[src/rtl/drr_pkg.sv]
`timescale 1ns / 1ps

package drr_pkg;

    // item actions
    localparam logic [1:0] ACT_ROTATE = 2'd0;
    localparam logic [1:0] ACT_RENORM = 2'd1;
    localparam logic [1:0] ACT_LOAD   = 2'd2;
    localparam logic [1:0] ACT_NONE   = 2'd3;
    localparam logic [1:0] NUM_ROWS   = 2'd3;

    // operand selectors: matrix, scratch, increment, half error, zero
    typedef logic [4:0] sel_t;
    localparam int   NUM_SEL  = 23;
    localparam sel_t SEL_M0   = 5'd0;
    localparam sel_t SEL_M1   = 5'd1;
    localparam sel_t SEL_M2   = 5'd2;
    localparam sel_t SEL_M3   = 5'd3;
    localparam sel_t SEL_M4   = 5'd4;
    localparam sel_t SEL_M5   = 5'd5;
    localparam sel_t SEL_M6   = 5'd6;
    localparam sel_t SEL_M7   = 5'd7;
    localparam sel_t SEL_M8   = 5'd8;
    localparam sel_t SEL_T0   = 5'd9;
    localparam sel_t SEL_T1   = 5'd10;
    localparam sel_t SEL_T2   = 5'd11;
    localparam sel_t SEL_T3   = 5'd12;
    localparam sel_t SEL_T4   = 5'd13;
    localparam sel_t SEL_T5   = 5'd14;
    localparam sel_t SEL_T6   = 5'd15;
    localparam sel_t SEL_T7   = 5'd16;
    localparam sel_t SEL_T8   = 5'd17;
    localparam sel_t SEL_VX   = 5'd18;
    localparam sel_t SEL_VY   = 5'd19;
    localparam sel_t SEL_VZ   = 5'd20;
    localparam sel_t SEL_HALF = 5'd21;
    localparam sel_t SEL_ZERO = 5'd22;

    typedef enum logic [3:0] {
        ST_IDLE,
        ST_INIT,
        ST_MUL,
        ST_ACC,
        ST_STORE,
        ST_ROOT,
        ST_DIV_GO,
        ST_DIV,
        ST_DONE,
        ST_OUT
    } state_t;

    typedef enum logic [1:0] {
        JK_ROUND,
        JK_HALF,
        JK_SQ,
        JK_END
    } job_kind_t;

    typedef enum logic {
        RD_SQRT,
        RD_DIV
    } rd_mode_t;

    // one sum-of-products job
    typedef struct packed {
        job_kind_t  kind;
        sel_t       base;
        sel_t [2:0] xs;
        sel_t [2:0] ys;
        logic [2:0] neg;
        logic [1:0] last_term;
        logic [3:0] dest;
        logic [1:0] row;
    } job_t;

    typedef struct packed {
        logic init;
        logic mul;
        logic acc;
        logic neg;
    } mac_ctl_t;

    typedef struct packed {
        logic     start;
        rd_mode_t mode;
    } rd_ctl_t;

    function automatic job_t mk_job(job_kind_t k, sel_t b, sel_t x0, sel_t y0, sel_t x1,
                                    sel_t y1, sel_t x2, sel_t y2, logic [2:0] ng,
                                    logic [1:0] lt, logic [3:0] dst, logic [1:0] rw);
        job_t j;
        j.kind      = k;
        j.base      = b;
        j.xs[0]     = x0;
        j.ys[0]     = y0;
        j.xs[1]     = x1;
        j.ys[1]     = y1;
        j.xs[2]     = x2;
        j.ys[2]     = y2;
        j.neg       = ng;
        j.last_term = lt;
        j.dest      = dst;
        j.row       = rw;
        return j;
    endfunction

    // job lists for rotate and renormalize
    function automatic job_t job_lookup(logic renorm, logic [3:0] idx);
        job_t j;
        j = mk_job(JK_END, SEL_ZERO, SEL_ZERO, SEL_ZERO, SEL_ZERO, SEL_ZERO, SEL_ZERO,
                   SEL_ZERO, 3'b000, 2'd0, 4'd0, 2'd0);
        if (!renorm)
        begin
            case (idx)
                4'd0: j = mk_job(JK_ROUND, SEL_M0, SEL_M1, SEL_VZ, SEL_M2, SEL_VY, SEL_ZERO,
                                 SEL_ZERO, 3'b010, 2'd1, 4'd0, 2'd0);
                4'd1: j = mk_job(JK_ROUND, SEL_M1, SEL_M2, SEL_VX, SEL_M0, SEL_VZ, SEL_ZERO,
                                 SEL_ZERO, 3'b010, 2'd1, 4'd1, 2'd0);
                4'd2: j = mk_job(JK_ROUND, SEL_M2, SEL_M0, SEL_VY, SEL_M1, SEL_VX, SEL_ZERO,
                                 SEL_ZERO, 3'b010, 2'd1, 4'd2, 2'd0);
                4'd3: j = mk_job(JK_ROUND, SEL_M3, SEL_M4, SEL_VZ, SEL_M5, SEL_VY, SEL_ZERO,
                                 SEL_ZERO, 3'b010, 2'd1, 4'd3, 2'd0);
                4'd4: j = mk_job(JK_ROUND, SEL_M4, SEL_M5, SEL_VX, SEL_M3, SEL_VZ, SEL_ZERO,
                                 SEL_ZERO, 3'b010, 2'd1, 4'd4, 2'd0);
                4'd5: j = mk_job(JK_ROUND, SEL_M5, SEL_M3, SEL_VY, SEL_M4, SEL_VX, SEL_ZERO,
                                 SEL_ZERO, 3'b010, 2'd1, 4'd5, 2'd0);
                4'd6: j = mk_job(JK_ROUND, SEL_M6, SEL_M7, SEL_VZ, SEL_M8, SEL_VY, SEL_ZERO,
                                 SEL_ZERO, 3'b010, 2'd1, 4'd6, 2'd0);
                4'd7: j = mk_job(JK_ROUND, SEL_M7, SEL_M8, SEL_VX, SEL_M6, SEL_VZ, SEL_ZERO,
                                 SEL_ZERO, 3'b010, 2'd1, 4'd7, 2'd0);
                4'd8: j = mk_job(JK_ROUND, SEL_M8, SEL_M6, SEL_VY, SEL_M7, SEL_VX, SEL_ZERO,
                                 SEL_ZERO, 3'b010, 2'd1, 4'd8, 2'd0);
                default: ;
            endcase
        end
        else
        begin
            case (idx)
                // error is the dot product of rows one and two
                4'd0:  j = mk_job(JK_HALF, SEL_ZERO, SEL_M0, SEL_M3, SEL_M1, SEL_M4, SEL_M2,
                                  SEL_M5, 3'b000, 2'd2, 4'd0, 2'd0);
                4'd1:  j = mk_job(JK_ROUND, SEL_M0, SEL_HALF, SEL_M3, SEL_ZERO, SEL_ZERO,
                                  SEL_ZERO, SEL_ZERO, 3'b001, 2'd0, 4'd0, 2'd0);
                4'd2:  j = mk_job(JK_ROUND, SEL_M3, SEL_HALF, SEL_M0, SEL_ZERO, SEL_ZERO,
                                  SEL_ZERO, SEL_ZERO, 3'b001, 2'd0, 4'd3, 2'd0);
                4'd3:  j = mk_job(JK_ROUND, SEL_M1, SEL_HALF, SEL_M4, SEL_ZERO, SEL_ZERO,
                                  SEL_ZERO, SEL_ZERO, 3'b001, 2'd0, 4'd1, 2'd0);
                4'd4:  j = mk_job(JK_ROUND, SEL_M4, SEL_HALF, SEL_M1, SEL_ZERO, SEL_ZERO,
                                  SEL_ZERO, SEL_ZERO, 3'b001, 2'd0, 4'd4, 2'd0);
                4'd5:  j = mk_job(JK_ROUND, SEL_M2, SEL_HALF, SEL_M5, SEL_ZERO, SEL_ZERO,
                                  SEL_ZERO, SEL_ZERO, 3'b001, 2'd0, 4'd2, 2'd0);
                4'd6:  j = mk_job(JK_ROUND, SEL_M5, SEL_HALF, SEL_M2, SEL_ZERO, SEL_ZERO,
                                  SEL_ZERO, SEL_ZERO, 3'b001, 2'd0, 4'd5, 2'd0);
                // cross product of the corrected rows
                4'd7:  j = mk_job(JK_ROUND, SEL_ZERO, SEL_T1, SEL_T5, SEL_T2, SEL_T4, SEL_ZERO,
                                  SEL_ZERO, 3'b010, 2'd1, 4'd6, 2'd0);
                4'd8:  j = mk_job(JK_ROUND, SEL_ZERO, SEL_T2, SEL_T3, SEL_T0, SEL_T5, SEL_ZERO,
                                  SEL_ZERO, 3'b010, 2'd1, 4'd7, 2'd0);
                4'd9:  j = mk_job(JK_ROUND, SEL_ZERO, SEL_T0, SEL_T4, SEL_T1, SEL_T3, SEL_ZERO,
                                  SEL_ZERO, 3'b010, 2'd1, 4'd8, 2'd0);
                // squared row lengths
                4'd10: j = mk_job(JK_SQ, SEL_ZERO, SEL_T0, SEL_T0, SEL_T1, SEL_T1, SEL_T2,
                                  SEL_T2, 3'b000, 2'd2, 4'd0, 2'd0);
                4'd11: j = mk_job(JK_SQ, SEL_ZERO, SEL_T3, SEL_T3, SEL_T4, SEL_T4, SEL_T5,
                                  SEL_T5, 3'b000, 2'd2, 4'd0, 2'd1);
                4'd12: j = mk_job(JK_SQ, SEL_ZERO, SEL_T6, SEL_T6, SEL_T7, SEL_T7, SEL_T8,
                                  SEL_T8, 3'b000, 2'd2, 4'd0, 2'd2);
                default: ;
            endcase
        end
        return j;
    endfunction

endpackage

[src/rtl/drr_mac.sv]
`timescale 1ns / 1ps

module drr_mac #(
    parameter int FRAC_BITS = 29
) (
    input  logic                clk,
    input  logic                rst_n,
    input  drr_pkg::mac_ctl_t   ctl,
    input  logic signed [31:0]  base,
    input  logic signed [31:0]  x,
    input  logic signed [31:0]  y,
    output logic signed [31:0]  rounded,
    output logic                sat,
    output logic [63:0]         raw
);
    import drr_pkg::*;

    localparam int ACC_W = ((32 + FRAC_BITS > 64) ? 32 + FRAC_BITS : 64) + 3;
    localparam int EXT_W = ACC_W - 32 - FRAC_BITS;

    logic signed [63:0]      prod_reg;
    logic signed [ACC_W-1:0] acc_reg;
    logic signed [ACC_W-1:0] acc_next;
    logic signed [ACC_W-1:0] prod_ext;
    logic signed [ACC_W-1:0] shifted;
    logic                    in_range;

    // accumulator: base scaled up, then signed products added or subtracted exactly
    assign prod_ext = ACC_W'(prod_reg);

    always_comb
    begin
        acc_next = acc_reg;
        if (ctl.init)
        begin
            acc_next = {{EXT_W{base[31]}}, base, {FRAC_BITS{1'b0}}};
        end
        else if (ctl.acc)
        begin
            acc_next = ctl.neg ? acc_reg - prod_ext : acc_reg + prod_ext;
        end
    end

    always_ff @(posedge clk or negedge rst_n)
    begin
        if (!rst_n)
        begin
            acc_reg <= '0;
        end
        else
        begin
            acc_reg <= acc_next;
        end
    end

    // product register
    always_ff @(posedge clk)
    begin
        if (ctl.mul)
        begin
            prod_reg <= x * y;
        end
    end

    // floor shift and saturate
    assign shifted  = acc_reg >>> FRAC_BITS;
    assign in_range = (&shifted[ACC_W-1:31]) | ~(|shifted[ACC_W-1:31]);
    assign sat      = ~in_range;
    assign rounded  = in_range ? shifted[31:0]
                    : (shifted[ACC_W-1] ? 32'sh8000_0000 : 32'sh7fff_ffff);
    assign raw      = acc_reg[63:0];

endmodule

[config.mk]
export PLATFORM = sky130hd
export DESIGN_NAME = drr_mac
export DESIGN_NICKNAME = d
export VERILOG_FILES = /design/src/rtl/drr_pkg.sv /design/src/rtl/drr_mac.sv
export SDC_FILE = /design/constraint.sdc
export NUM_CORES = 2
export LEC_CHECK = 0
export BUFFER_PORTS_ARGS = -buffer_cell sky130_fd_sc_hd__buf_2
export CORE_MARGIN = 4
export CORE_UTILIZATION = 45
export DETAILED_ROUTE_END_ITERATION = 10
export GPL_ROUTABILITY_DRIVEN = 0
export PLACE_DENSITY = 0.63
export SETUP_SLACK_MARGIN = 0.1
export SLEW_MARGIN = 20
export SYNTH_ARGS = -nofsm -noshare
export SYNTH_HDL_FRONTEND = slang
export SYNTH_SLANG_ARGS = --single-unit
[constraint.sdc]
create_clock -name clk -period 4.5 [get_ports clk]
set_clock_uncertainty 0.1 [all_clocks]
set_input_delay 0.675 -clock clk [delete_from_list [all_inputs] [get_ports clk]]
set_output_delay 0.675 -clock clk [all_outputs]
set_load 0.005 [all_outputs]
==> impl_metrics.env <==
export IMPL_largest_register_ff_count=67
export IMPL_max_stage_delay_ps=620
export IMPL_rr_endpoint="acc_reg[66]"
export IMPL_slew_viol_final=0
export IMPL_critPathTopFamily="adder cells"
export IMPL_cts_root_buf="clkbuf_16"
export IMPL_via_per_inst=5.109
export IMPL_syn_num_nets=6511
export IMPL_grt_pass1_vias=39410
export IMPL_end_kind="flip-flop"
export IMPL_r2r_slack_ps=-430
export IMPL_crit_required_ps=4590
export IMPL_r2r_worst_path_cells=22
export IMPL_die_area_mm2=0.1090
export IMPL_yosys_warnings=0
export IMPL_period_minus_slack_ps=7513
export IMPL_violations="negative setup slack"
export IMPL_drc=0
export IMPL_ant_nets=0
export IMPL_fin_nets=7212
export IMPL_cts_tree="built"
export IMPL_synth_cell_types=70
export IMPL_htreeDepth=4
export IMPL_rsz0062_at_grt="yes"
export IMPL_overflow=0
export IMPL_crit_buf_inv=7
export IMPL_wire_per_inst_um=18.58
export IMPL_synth_area_top_cells="fa_1 (46%), inv_1 (7.9%), and2_1 (6.9%), ha_1 (6.7%), nand2_1 (4.9%)"
export IMPL_layout_setup_ws_ps=-3013
export IMPL_core_area_mm2=0.1025
export IMPL_syn_mean_instance_area_um2=9.202
export IMPL_yosys_area_share_simple=0.1568
export IMPL_r2r_start="prod_reg[15]"
export IMPL_drtIter0Drc=2143
export IMPL_synth_compound_area_share=0.07767
export IMPL_synth_xor_area_share=0.03601
export IMPL_crit_path_max_fanout=15
export IMPL_cts_buffer_depth=2
export IMPL_start_util=0.4557
export IMPL_grt_total_usage=0.2487
export IMPL_maxCapViolCount=0
export IMPL_synth_edf_count=64
export IMPL_final_common_cell="fa_1"
export IMPL_worst_slew_pin_slew_ps=1002
export IMPL_met2_usage=0.3997
export IMPL_synth_async_reset_ratio=0.5115
export IMPL_path_class="input port to flip-flop"
export IMPL_busiest_layer="met2"
export IMPL_antenna_found_initial=3
export IMPL_ys_seq_area_frac=0.07705
export IMPL_die_y_um=330.1
export IMPL_nFillCells=8968
export IMPL_met3_usage=0.05707
export IMPL_wl_mm=133.0
export IMPL_place_ws_ps=-3804
export IMPL_synth_top_area_frac=0.4643
export IMPL_period_share=1.670
export IMPL_dp_hpwl_mm=113.8
export IMPL_drive_above_1_share=0.2638
export IMPL_cts_sink_count=131
export IMPL_antenna_cells=0
export IMPL_syn_to_final_growth_pct=25.25
export IMPL_num_vias=36570
export IMPL_grt_first_pass_wirelength_mm=213.9
export IMPL_layout_common_cells="fa_1 (975), inv_1 (926), buf_4 (691), nand2_1 (577), and2_1 (466)"
export IMPL_hold_class="input port to async pin"
export IMPL_synth_top_family_by_area="adder cells"
export IMPL_ys_seq_elements=131
export IMPL_syn_inst=5075
export IMPL_path_clk_slew_ps=60
export IMPL_timing_fmax_mhz=133.1
export IMPL_ys_flop_type="dfrtp_1"
export IMPL_status="finished, violations left"
export IMPL_num_rows=117
export IMPL_hold_violations=0
export IMPL_grt_max_degree=73
export IMPL_slew_headroom=0.3320
export IMPL_path_common_cell="fa_1"
export IMPL_synth_fa_ha_area_frac=0.5315
export IMPL_dr_pass1_iters=6
export IMPL_cts_buffers=17
export IMPL_holdBufCountCts=0
export IMPL_start_kind="input port"
export IMPL_synth_area_mm2=0.04670
export IMPL_critical_path_slowest_cell="fa_2"
export IMPL_clock_latency_ps=450
export IMPL_met1_usage=0.3480
export IMPL_io_pins=199
export IMPL_die_x_um=330.1
export IMPL_setup_viol=74
export IMPL_port_buffers=198
export IMPL_synth_mux_area_fraction=0.009458
export IMPL_synth_top_area_cell="fa_1"
export IMPL_arrival_ps=7600
layer usage:
layer	vias to the layer above	routed length, um	share of wire
met3	131	11180	0.084
met5	-	8	0.000060
met2	1199	61480	0.46
met1	18530	57910	0.44
met4	2	2414	0.018
li1	16710	-	-
how the worst max path moves through the flow:
stage                from           end  slack [ps]  cells past startpoint
floorplan           x[31]  prod_reg[63]       -3570                     26
global placement    x[14]  prod_reg[58]       -3710                     25
detailed placement   y[8]  prod_reg[62]       -3800                     27
CTS                  x[9]  prod_reg[57]       -3010                     24
global route         y[7]  prod_reg[48]       -3210                     26
finish              x[31]  prod_reg[57]       -3010                     25
Yosys cell counts (67+ instances only):
cell	instances
a21o_1	114
nor2_1	171
fa_1	1083
inv_1	986
ha_1	251
nand2_1	605
a21oi_1	194
and2_1	514
xnor2_1	145
o21ai_0	81
clkbuf_1	259
dfrtp_1	67
timing repair:
action | 4_1_cts | 5_1_grt
setup buffers | 41 | 50
pin swaps | 139 | 189
gates cloned | 4 | 0
gates resized for setup | 360 | 326
endpoints found under the hold margin | 0 | 0
setup endpoints to repair | 93 | 97
metrics by stage:
| stage | TNS (ps) | cell area, um^2 | cells | hold slack, ps | utilization |
|---|---|---|---|---|---|
| final | -133630 | 58490 | 7157 | 115.8 | 0.5708 |
| after global routing | -150710 | 58490 | 7157 | 149.5 | 0.5708 |
| after CTS | -131550 | 56840 | 7113 | 104.5 | 0.5547 |
| after detailed placement | -179770 | 54440 | 7037 | 449.5 | 0.5313 |
| after global placement | -175000 | 54440 | 7037 | 433.6 | 0.5313 |
| after floorplan | -126010 | 48010 | 5075 | 279.4 | - |
worst register-to-register path, cell delays in order, from the launching register on:
cell and delay (ps):
edfxtp_1 380, or4_4 570, nor4_4 150, and4b_2 310, nand2_2 100, nor3_4 280, and3_1 250, nand2_1 80
nor2_2 120, nor2_1 70, xnor2_2 210, ha_1 280, a21o_1 210, a21o_1 180, a21o_1 190, a21o_1 170
a21oi_1 200, o22ai_1 90, a31oi_1 270, nor2_1 90, a41oi_1 250, nand3_1 110, a31oi_1 180
cell type report:
cell class                 count  area, um^2  share of cell area
clock buffer                  18       429.2            0.007337
timing repair buffer        1017        8767              0.1499
tap                         1368        1712             0.02926
multi-input combinational   3623       40110              0.6857
clock inverter                14       163.9            0.002802
inverter                     986        3714             0.06349
sequential                   131        3598             0.06152
kinds of logic after synthesis:
kind of cell | after synthesis
flip-flops | 131
AO/OA/AOI/OAI | 572
XOR/XNOR | 192
adder cells (fa/ha/maj) | 1334
multiplexers | 44
AND/OR/NAND/NOR | 1481
buffers and inverters | 1321
Power is not shown: default switching activity piles up to over one toggle a cycle in this logic, so the estimate is an artifact.
