[config.mk]
export PLATFORM = sky130hd
export DESIGN_NAME = drr_root_div
export DESIGN_NICKNAME = d
export VERILOG_FILES = /design/src/rtl/drr_pkg.sv /design/src/rtl/drr_root_div.sv
export SDC_FILE = /design/constraint.sdc
export NUM_CORES = 1
export LEC_CHECK = 0
export BUFFER_PORTS_ARGS = -buffer_cell sky130_fd_sc_hd__buf_2
export CORE_MARGIN = 2
export CORE_UTILIZATION = 60
export CTS_BUF_LIST = sky130_fd_sc_hd__clkbuf_2
export DETAILED_ROUTE_END_ITERATION = 10
export HOLD_SLACK_MARGIN = 0.15
export PLACE_DENSITY = 0.9
export SLEW_MARGIN = 15
export SYNTH_ARGS = -nofsm -noshare
export SYNTH_HDL_FRONTEND = slang
export SYNTH_SLANG_ARGS = --single-unit
[constraint.sdc]
create_clock -name clk -period 9.09 [get_ports clk]
set_input_delay 0.4545 -clock clk [delete_from_list [all_inputs] [get_ports clk]]
set_output_delay 0.4545 -clock clk [all_outputs]
set_load 0.05 [all_outputs]
[src/rtl/drr_pkg.sv]
`timescale 1ns / 1ps

package drr_pkg;

    // item actions
    localparam logic [1:0] ACT_ROTATE = 2'd0;
    localparam logic [1:0] ACT_RENORM = 2'd1;
    localparam logic [1:0] ACT_LOAD   = 2'd2;
    localparam logic [1:0] ACT_NONE   = 2'd3;
    localparam logic [1:0] NUM_ROWS   = 2'd3;

    // operand selectors: matrix, scratch, increment, half error, zero
    typedef logic [4:0] sel_t;
    localparam int   NUM_SEL  = 23;
    localparam sel_t SEL_M0   = 5'd0;
    localparam sel_t SEL_M1   = 5'd1;
    localparam sel_t SEL_M2   = 5'd2;
    localparam sel_t SEL_M3   = 5'd3;
    localparam sel_t SEL_M4   = 5'd4;
    localparam sel_t SEL_M5   = 5'd5;
    localparam sel_t SEL_M6   = 5'd6;
    localparam sel_t SEL_M7   = 5'd7;
    localparam sel_t SEL_M8   = 5'd8;
    localparam sel_t SEL_T0   = 5'd9;
    localparam sel_t SEL_T1   = 5'd10;
    localparam sel_t SEL_T2   = 5'd11;
    localparam sel_t SEL_T3   = 5'd12;
    localparam sel_t SEL_T4   = 5'd13;
    localparam sel_t SEL_T5   = 5'd14;
    localparam sel_t SEL_T6   = 5'd15;
    localparam sel_t SEL_T7   = 5'd16;
    localparam sel_t SEL_T8   = 5'd17;
    localparam sel_t SEL_VX   = 5'd18;
    localparam sel_t SEL_VY   = 5'd19;
    localparam sel_t SEL_VZ   = 5'd20;
    localparam sel_t SEL_HALF = 5'd21;
    localparam sel_t SEL_ZERO = 5'd22;

    typedef enum logic [3:0] {
        ST_IDLE,
        ST_INIT,
        ST_MUL,
        ST_ACC,
        ST_STORE,
        ST_ROOT,
        ST_DIV_GO,
        ST_DIV,
        ST_DONE,
        ST_OUT
    } state_t;

    typedef enum logic [1:0] {
        JK_ROUND,
        JK_HALF,
        JK_SQ,
        JK_END
    } job_kind_t;

    typedef enum logic {
        RD_SQRT,
        RD_DIV
    } rd_mode_t;

    // one sum-of-products job
    typedef struct packed {
        job_kind_t  kind;
        sel_t       base;
        sel_t [2:0] xs;
        sel_t [2:0] ys;
        logic [2:0] neg;
        logic [1:0] last_term;
        logic [3:0] dest;
        logic [1:0] row;
    } job_t;

    typedef struct packed {
        logic init;
        logic mul;
        logic acc;
        logic neg;
    } mac_ctl_t;

    typedef struct packed {
        logic     start;
        rd_mode_t mode;
    } rd_ctl_t;

    function automatic job_t mk_job(job_kind_t k, sel_t b, sel_t x0, sel_t y0, sel_t x1,
                                    sel_t y1, sel_t x2, sel_t y2, logic [2:0] ng,
                                    logic [1:0] lt, logic [3:0] dst, logic [1:0] rw);
        job_t j;
        j.kind      = k;
        j.base      = b;
        j.xs[0]     = x0;
        j.ys[0]     = y0;
        j.xs[1]     = x1;
        j.ys[1]     = y1;
        j.xs[2]     = x2;
        j.ys[2]     = y2;
        j.neg       = ng;
        j.last_term = lt;
        j.dest      = dst;
        j.row       = rw;
        return j;
    endfunction

    // job lists for rotate and renormalize
    function automatic job_t job_lookup(logic renorm, logic [3:0] idx);
        job_t j;
        j = mk_job(JK_END, SEL_ZERO, SEL_ZERO, SEL_ZERO, SEL_ZERO, SEL_ZERO, SEL_ZERO,
                   SEL_ZERO, 3'b000, 2'd0, 4'd0, 2'd0);
        if (!renorm)
        begin
            case (idx)
                4'd0: j = mk_job(JK_ROUND, SEL_M0, SEL_M1, SEL_VZ, SEL_M2, SEL_VY, SEL_ZERO,
                                 SEL_ZERO, 3'b010, 2'd1, 4'd0, 2'd0);
                4'd1: j = mk_job(JK_ROUND, SEL_M1, SEL_M2, SEL_VX, SEL_M0, SEL_VZ, SEL_ZERO,
                                 SEL_ZERO, 3'b010, 2'd1, 4'd1, 2'd0);
                4'd2: j = mk_job(JK_ROUND, SEL_M2, SEL_M0, SEL_VY, SEL_M1, SEL_VX, SEL_ZERO,
                                 SEL_ZERO, 3'b010, 2'd1, 4'd2, 2'd0);
                4'd3: j = mk_job(JK_ROUND, SEL_M3, SEL_M4, SEL_VZ, SEL_M5, SEL_VY, SEL_ZERO,
                                 SEL_ZERO, 3'b010, 2'd1, 4'd3, 2'd0);
                4'd4: j = mk_job(JK_ROUND, SEL_M4, SEL_M5, SEL_VX, SEL_M3, SEL_VZ, SEL_ZERO,
                                 SEL_ZERO, 3'b010, 2'd1, 4'd4, 2'd0);
                4'd5: j = mk_job(JK_ROUND, SEL_M5, SEL_M3, SEL_VY, SEL_M4, SEL_VX, SEL_ZERO,
                                 SEL_ZERO, 3'b010, 2'd1, 4'd5, 2'd0);
                4'd6: j = mk_job(JK_ROUND, SEL_M6, SEL_M7, SEL_VZ, SEL_M8, SEL_VY, SEL_ZERO,
                                 SEL_ZERO, 3'b010, 2'd1, 4'd6, 2'd0);
                4'd7: j = mk_job(JK_ROUND, SEL_M7, SEL_M8, SEL_VX, SEL_M6, SEL_VZ, SEL_ZERO,
                                 SEL_ZERO, 3'b010, 2'd1, 4'd7, 2'd0);
                4'd8: j = mk_job(JK_ROUND, SEL_M8, SEL_M6, SEL_VY, SEL_M7, SEL_VX, SEL_ZERO,
                                 SEL_ZERO, 3'b010, 2'd1, 4'd8, 2'd0);
                default: ;
            endcase
        end
        else
        begin
            case (idx)
                // error is the dot product of rows one and two
                4'd0:  j = mk_job(JK_HALF, SEL_ZERO, SEL_M0, SEL_M3, SEL_M1, SEL_M4, SEL_M2,
                                  SEL_M5, 3'b000, 2'd2, 4'd0, 2'd0);
                4'd1:  j = mk_job(JK_ROUND, SEL_M0, SEL_HALF, SEL_M3, SEL_ZERO, SEL_ZERO,
                                  SEL_ZERO, SEL_ZERO, 3'b001, 2'd0, 4'd0, 2'd0);
                4'd2:  j = mk_job(JK_ROUND, SEL_M3, SEL_HALF, SEL_M0, SEL_ZERO, SEL_ZERO,
                                  SEL_ZERO, SEL_ZERO, 3'b001, 2'd0, 4'd3, 2'd0);
                4'd3:  j = mk_job(JK_ROUND, SEL_M1, SEL_HALF, SEL_M4, SEL_ZERO, SEL_ZERO,
                                  SEL_ZERO, SEL_ZERO, 3'b001, 2'd0, 4'd1, 2'd0);
                4'd4:  j = mk_job(JK_ROUND, SEL_M4, SEL_HALF, SEL_M1, SEL_ZERO, SEL_ZERO,
                                  SEL_ZERO, SEL_ZERO, 3'b001, 2'd0, 4'd4, 2'd0);
                4'd5:  j = mk_job(JK_ROUND, SEL_M2, SEL_HALF, SEL_M5, SEL_ZERO, SEL_ZERO,
                                  SEL_ZERO, SEL_ZERO, 3'b001, 2'd0, 4'd2, 2'd0);
                4'd6:  j = mk_job(JK_ROUND, SEL_M5, SEL_HALF, SEL_M2, SEL_ZERO, SEL_ZERO,
                                  SEL_ZERO, SEL_ZERO, 3'b001, 2'd0, 4'd5, 2'd0);
                // cross product of the corrected rows
                4'd7:  j = mk_job(JK_ROUND, SEL_ZERO, SEL_T1, SEL_T5, SEL_T2, SEL_T4, SEL_ZERO,
                                  SEL_ZERO, 3'b010, 2'd1, 4'd6, 2'd0);
                4'd8:  j = mk_job(JK_ROUND, SEL_ZERO, SEL_T2, SEL_T3, SEL_T0, SEL_T5, SEL_ZERO,
                                  SEL_ZERO, 3'b010, 2'd1, 4'd7, 2'd0);
                4'd9:  j = mk_job(JK_ROUND, SEL_ZERO, SEL_T0, SEL_T4, SEL_T1, SEL_T3, SEL_ZERO,
                                  SEL_ZERO, 3'b010, 2'd1, 4'd8, 2'd0);
                // squared row lengths
                4'd10: j = mk_job(JK_SQ, SEL_ZERO, SEL_T0, SEL_T0, SEL_T1, SEL_T1, SEL_T2,
                                  SEL_T2, 3'b000, 2'd2, 4'd0, 2'd0);
                4'd11: j = mk_job(JK_SQ, SEL_ZERO, SEL_T3, SEL_T3, SEL_T4, SEL_T4, SEL_T5,
                                  SEL_T5, 3'b000, 2'd2, 4'd0, 2'd1);
                4'd12: j = mk_job(JK_SQ, SEL_ZERO, SEL_T6, SEL_T6, SEL_T7, SEL_T7, SEL_T8,
                                  SEL_T8, 3'b000, 2'd2, 4'd0, 2'd2);
                default: ;
            endcase
        end
        return j;
    endfunction

endpackage

[src/rtl/drr_root_div.sv]
`timescale 1ns / 1ps

module drr_root_div #(
    parameter int FRAC_BITS = 29
) (
    input  logic                clk,
    input  logic                rst_n,
    input  drr_pkg::rd_ctl_t    ctl,
    input  logic [63:0]         radicand,
    input  logic signed [31:0]  dvd,
    input  logic [31:0]         dvs,
    output logic                done,
    output logic [31:0]         root,
    output logic signed [31:0]  quot,
    output logic                quot_ovf
);
    import drr_pkg::*;

    localparam int DW = 32 + FRAC_BITS;
    localparam int CW = $clog2(DW);

    rd_mode_t      mode_reg;
    logic          busy_reg;
    logic          done_reg;
    logic [CW-1:0] cnt_reg;
    logic [32:0]   rem_reg;
    logic [63:0]   sh_reg;
    logic [32:0]   q_reg;
    logic          big_reg;
    logic          neg_reg;
    logic [31:0]   m_reg;

    logic [34:0]   rem_shift;
    logic [34:0]   trial;
    logic [35:0]   diff;
    logic          take;
    logic [31:0]   mag;

    // shared compare and subtract step
    always_comb
    begin
        if (mode_reg == RD_SQRT)
        begin
            rem_shift = {rem_reg, sh_reg[63:62]};
            trial     = {1'b0, q_reg[31:0], 2'b01};
        end
        else
        begin
            rem_shift = {1'b0, rem_reg, sh_reg[63]};
            trial     = {3'b000, m_reg};
        end
        diff = {1'b0, rem_shift} - {1'b0, trial};
        take = ~diff[35];
    end

    assign mag = dvd[31] ? 32'(-dvd) : 32'(dvd);

    // control
    always_ff @(posedge clk or negedge rst_n)
    begin
        if (!rst_n)
        begin
            busy_reg <= 1'b0;
            done_reg <= 1'b0;
            cnt_reg  <= '0;
            mode_reg <= RD_SQRT;
        end
        else
        begin
            done_reg <= 1'b0;
            if (ctl.start)
            begin
                busy_reg <= 1'b1;
                mode_reg <= ctl.mode;
                cnt_reg  <= (ctl.mode == RD_SQRT) ? CW'(31) : CW'(DW - 1);
            end
            else if (busy_reg)
            begin
                cnt_reg <= cnt_reg - 1'b1;
                if (cnt_reg == '0)
                begin
                    busy_reg <= 1'b0;
                    done_reg <= 1'b1;
                end
            end
        end
    end

    // datapath
    always_ff @(posedge clk)
    begin
        if (ctl.start)
        begin
            rem_reg <= '0;
            q_reg   <= '0;
            big_reg <= 1'b0;
            neg_reg <= dvd[31];
            m_reg   <= dvs;
            sh_reg  <= (ctl.mode == RD_SQRT) ? radicand : {mag, 32'd0};
        end
        else if (busy_reg)
        begin
            rem_reg <= take ? diff[32:0] : rem_shift[32:0];
            q_reg   <= {q_reg[31:0], take};
            big_reg <= big_reg | q_reg[32];
            sh_reg  <= (mode_reg == RD_SQRT) ? {sh_reg[61:0], 2'b00} : {sh_reg[62:0], 1'b0};
        end
    end

    // signed and saturated quotient
    always_comb
    begin
        if (neg_reg)
        begin
            quot_ovf = big_reg | q_reg[32] | (q_reg[31] & (|q_reg[30:0]));
            quot     = quot_ovf ? 32'sh8000_0000 : -$signed(q_reg[31:0]);
        end
        else
        begin
            quot_ovf = big_reg | q_reg[32] | q_reg[31];
            quot     = quot_ovf ? 32'sh7fff_ffff : $signed(q_reg[31:0]);
        end
    end

    assign done = done_reg;
    assign root = q_reg[31:0];

endmodule

==> run metrics <==
GRT overflow 0; Setup WS pre-CTS 3.82 ns; Synth Register Bits 173; layout cells sized above 1 19.6%; Final nets 1736; Rows 52; total core area 0.0200 mm²; GRT Total Usage 32.2%; Tmin final 5.50 ns; Worst-Margin Slew 1.21 ns; Clock Tree Buf Depth 2; I/O pin cnt 198; Fill cells 1344; max reg flops 64; total die area 0.0214 mm²; WL final 35300 µm; antenna violations before repair 2; RSZ-0062 raised after global routing false; Crit Path Max Fanout 68; Crit path arrival time 6.21 ns; area leader, netlist edfxtp_1; global-route wire length before repair 56500 µm; Vias 11727; RR Startpoint mode_reg; CP max stage delay 1.12 ns; Hold Crit Endpoint sh_reg[63]; worst skew pair latency 0.86 ns; vias in the first global route 11700; Syn Area/Cell 9.03 µm²; H-tree depth 4; post-CTS setup buffer count 0; Final Hold Viols 0; most frequent cells in the layout buf_2, nand2_1, dlygate4sd3_1; Hold Crit Class in2reg; most common library cell in the layout ignoring fill and taps buf_2; routed len/inst 19.1 µm; Worst IR Drop VDD 0.000139 V; Req. time, crit path 9.81 ns; clk root buf clkbuf_2; Layout area overhead 18.8%; Reg2Reg Depth 11; Cell variety after synth 74; critical path type reg2reg; Main synth FF type edfxtp_1; fraction of registers with async set/reset 5.20%; max-slew violation count 0; CP Capture Type register; Final Cycle Share 60.5%; Post-Syn Nets 1516; iteration-0 DRC count of the detailed router 1212; Die W 146 µm; Fin Setup TNS 0 ns; Synth Cell Area 0.0121 mm²; startpoint types register; Lkg Pwr 0.00626 µW; pin count of the biggest net entering global routing 107; max-cap check violation count 0; terminus of the critical flop-to-flop path rem_reg[9]; drt drc 0; Post-synth EDFFs 97; routability congestion estimate 0.955; Final HPWL DP 20800 µm; Reg area 0.00449 mm²; area share of the leading cell type in the synthesized netlist 24.0%; synthesized instance count 1345; multi-input logic area 0.00695 mm²; fin worst setup slack 3.59 ns; port buffer count 197; status completed; Hold Path Depth 5; Routed Antenna Nets 0; synth warn 0; clk sink count 173; post-CTS sizing 0; TritonCTS clock tree built; CTS Hold Buffers Added 129; slowest CP cell dfrtp_4; Hold Crit Start dvd[30]; Slew HR 19.2%; cts bufs inserted 17; share of the yosys chip area belonging to registers 36.9%; Max Clk Rate 182 MHz; clk_skew 0.0712 ns; crit-path cells buf_4 > mux2_2 > ha_1 > o21ai_0 > o21ai_0 > a21oi_1 > nor2_1 > a211oi_4 > buf_4 > nand2_1 > a311oi_1; Vias/cell 6.34; Power Density 241 mW/mm²; Initial Util 60.6%; clock-pin slew on the worst setup and hold paths 0.32 ns; Synth area leaders edfxtp_1, dfxtp_1, mux2i_1; length of the first detailed-routing pass in iterations 6; hold slack final 0.187 ns; chip height 146 µm; FF-to-FF setup slack 3.59 ns; Layout Utilization 72.0%; # setup viols final 0
## final cells by class
class	count	area share [%]
Sequential cell	173	31.1
Clock inverter	15	0.980
Tap cell	270	2.34
Clock buffer	17	0.589
Antenna cell	2	0.0347
Inverter	23	0.598
Multi-Input combinational cell	1017	48.2
Timing Repair Buffer	333	16.2
## metrics by stage
step	instances	cell area, µm²	power [µW]
6_report	1850	14400	3480
5_1_grt	1850	14400	3690
4_1_cts	1847	14400	3390
3_5_place_dp	1686	12900	2950
3_3_place_gp	1686	12900	2880
2_1_floorplan	1345	12100	2550
## power by group
part | internal, µW | switching (µW) | leakage [µW] | total [µW]
logic | 777 | 1260 | 0.00444 | 2040
clock network | 105 | 305 | 0.000142 | 410
registers | 945 | 89.3 | 0.00168 | 1030
## logic make-up after synthesis
logic type	Yosys count	share of synthesized area, %
DFF	173	36.9
muxes	165	14.0
and+or+nand+nor	418	16.5
AOI/OAI and AO/OA	338	18.3
adders and majority gates	39	4.08
buffers and inverters	155	6.07
xor gates and xnor gates	57	4.11
## critical path: cells and delay by family, from the launching register on
family,cells,cell delay [ns]
adder cells (fa/ha/maj),1,0.38
AND/OR/NAND/NOR,2,0.21
flip-flops,1,1.12
multiplexers,1,0.44
buffers and inverters,2,1.31
AO/OA/AOI/OAI,5,1.83
## worst max path at each step
stage | from | to | slack [ns] | depth (start not counted)
6_report | mode_reg | rem_reg[9] | 3.59 | 11
2_1_floorplan | q_reg[0] | quot[10] | 4.72 | 8
3_3_place_gp | mode_reg | rem_reg[0] | 3.99 | 11
3_5_place_dp | mode_reg | rem_reg[11] | 3.82 | 11
5_1_grt | mode_reg | rem_reg[26] | 3.24 | 11
4_1_cts | mode_reg | rem_reg[11] | 3.71 | 11
## synthesized netlist by cell type (all sizes together), types with 22 or more instances
| library cell | instances |
|---|---|
| nand2 | 160 |
| mux2i | 121 |
| o21ai | 114 |
| nor2 | 103 |
| edfxtp | 97 |
| clkbuf | 68 |
| dfxtp | 67 |
| buf | 64 |
| a21oi | 62 |
| mux2 | 44 |
| xor2 | 41 |
| ha | 38 |
| nand3 | 29 |
| nor3 | 28 |
| inv | 23 |
| o211ai | 23 |
| o311ai | 22 |
## per-layer routing
metal  vias to the layer above  share of wire [%]  GRT usage, %
li1                       5401                  -             -
met1                      5490                 38          37.5
met2                       683                 50          56.5
met3                       153                7.3          6.53
met4                         0                4.4          16.4
met5                         -                  0             0
No activity file was read; power rests on OpenSTA's default activity.
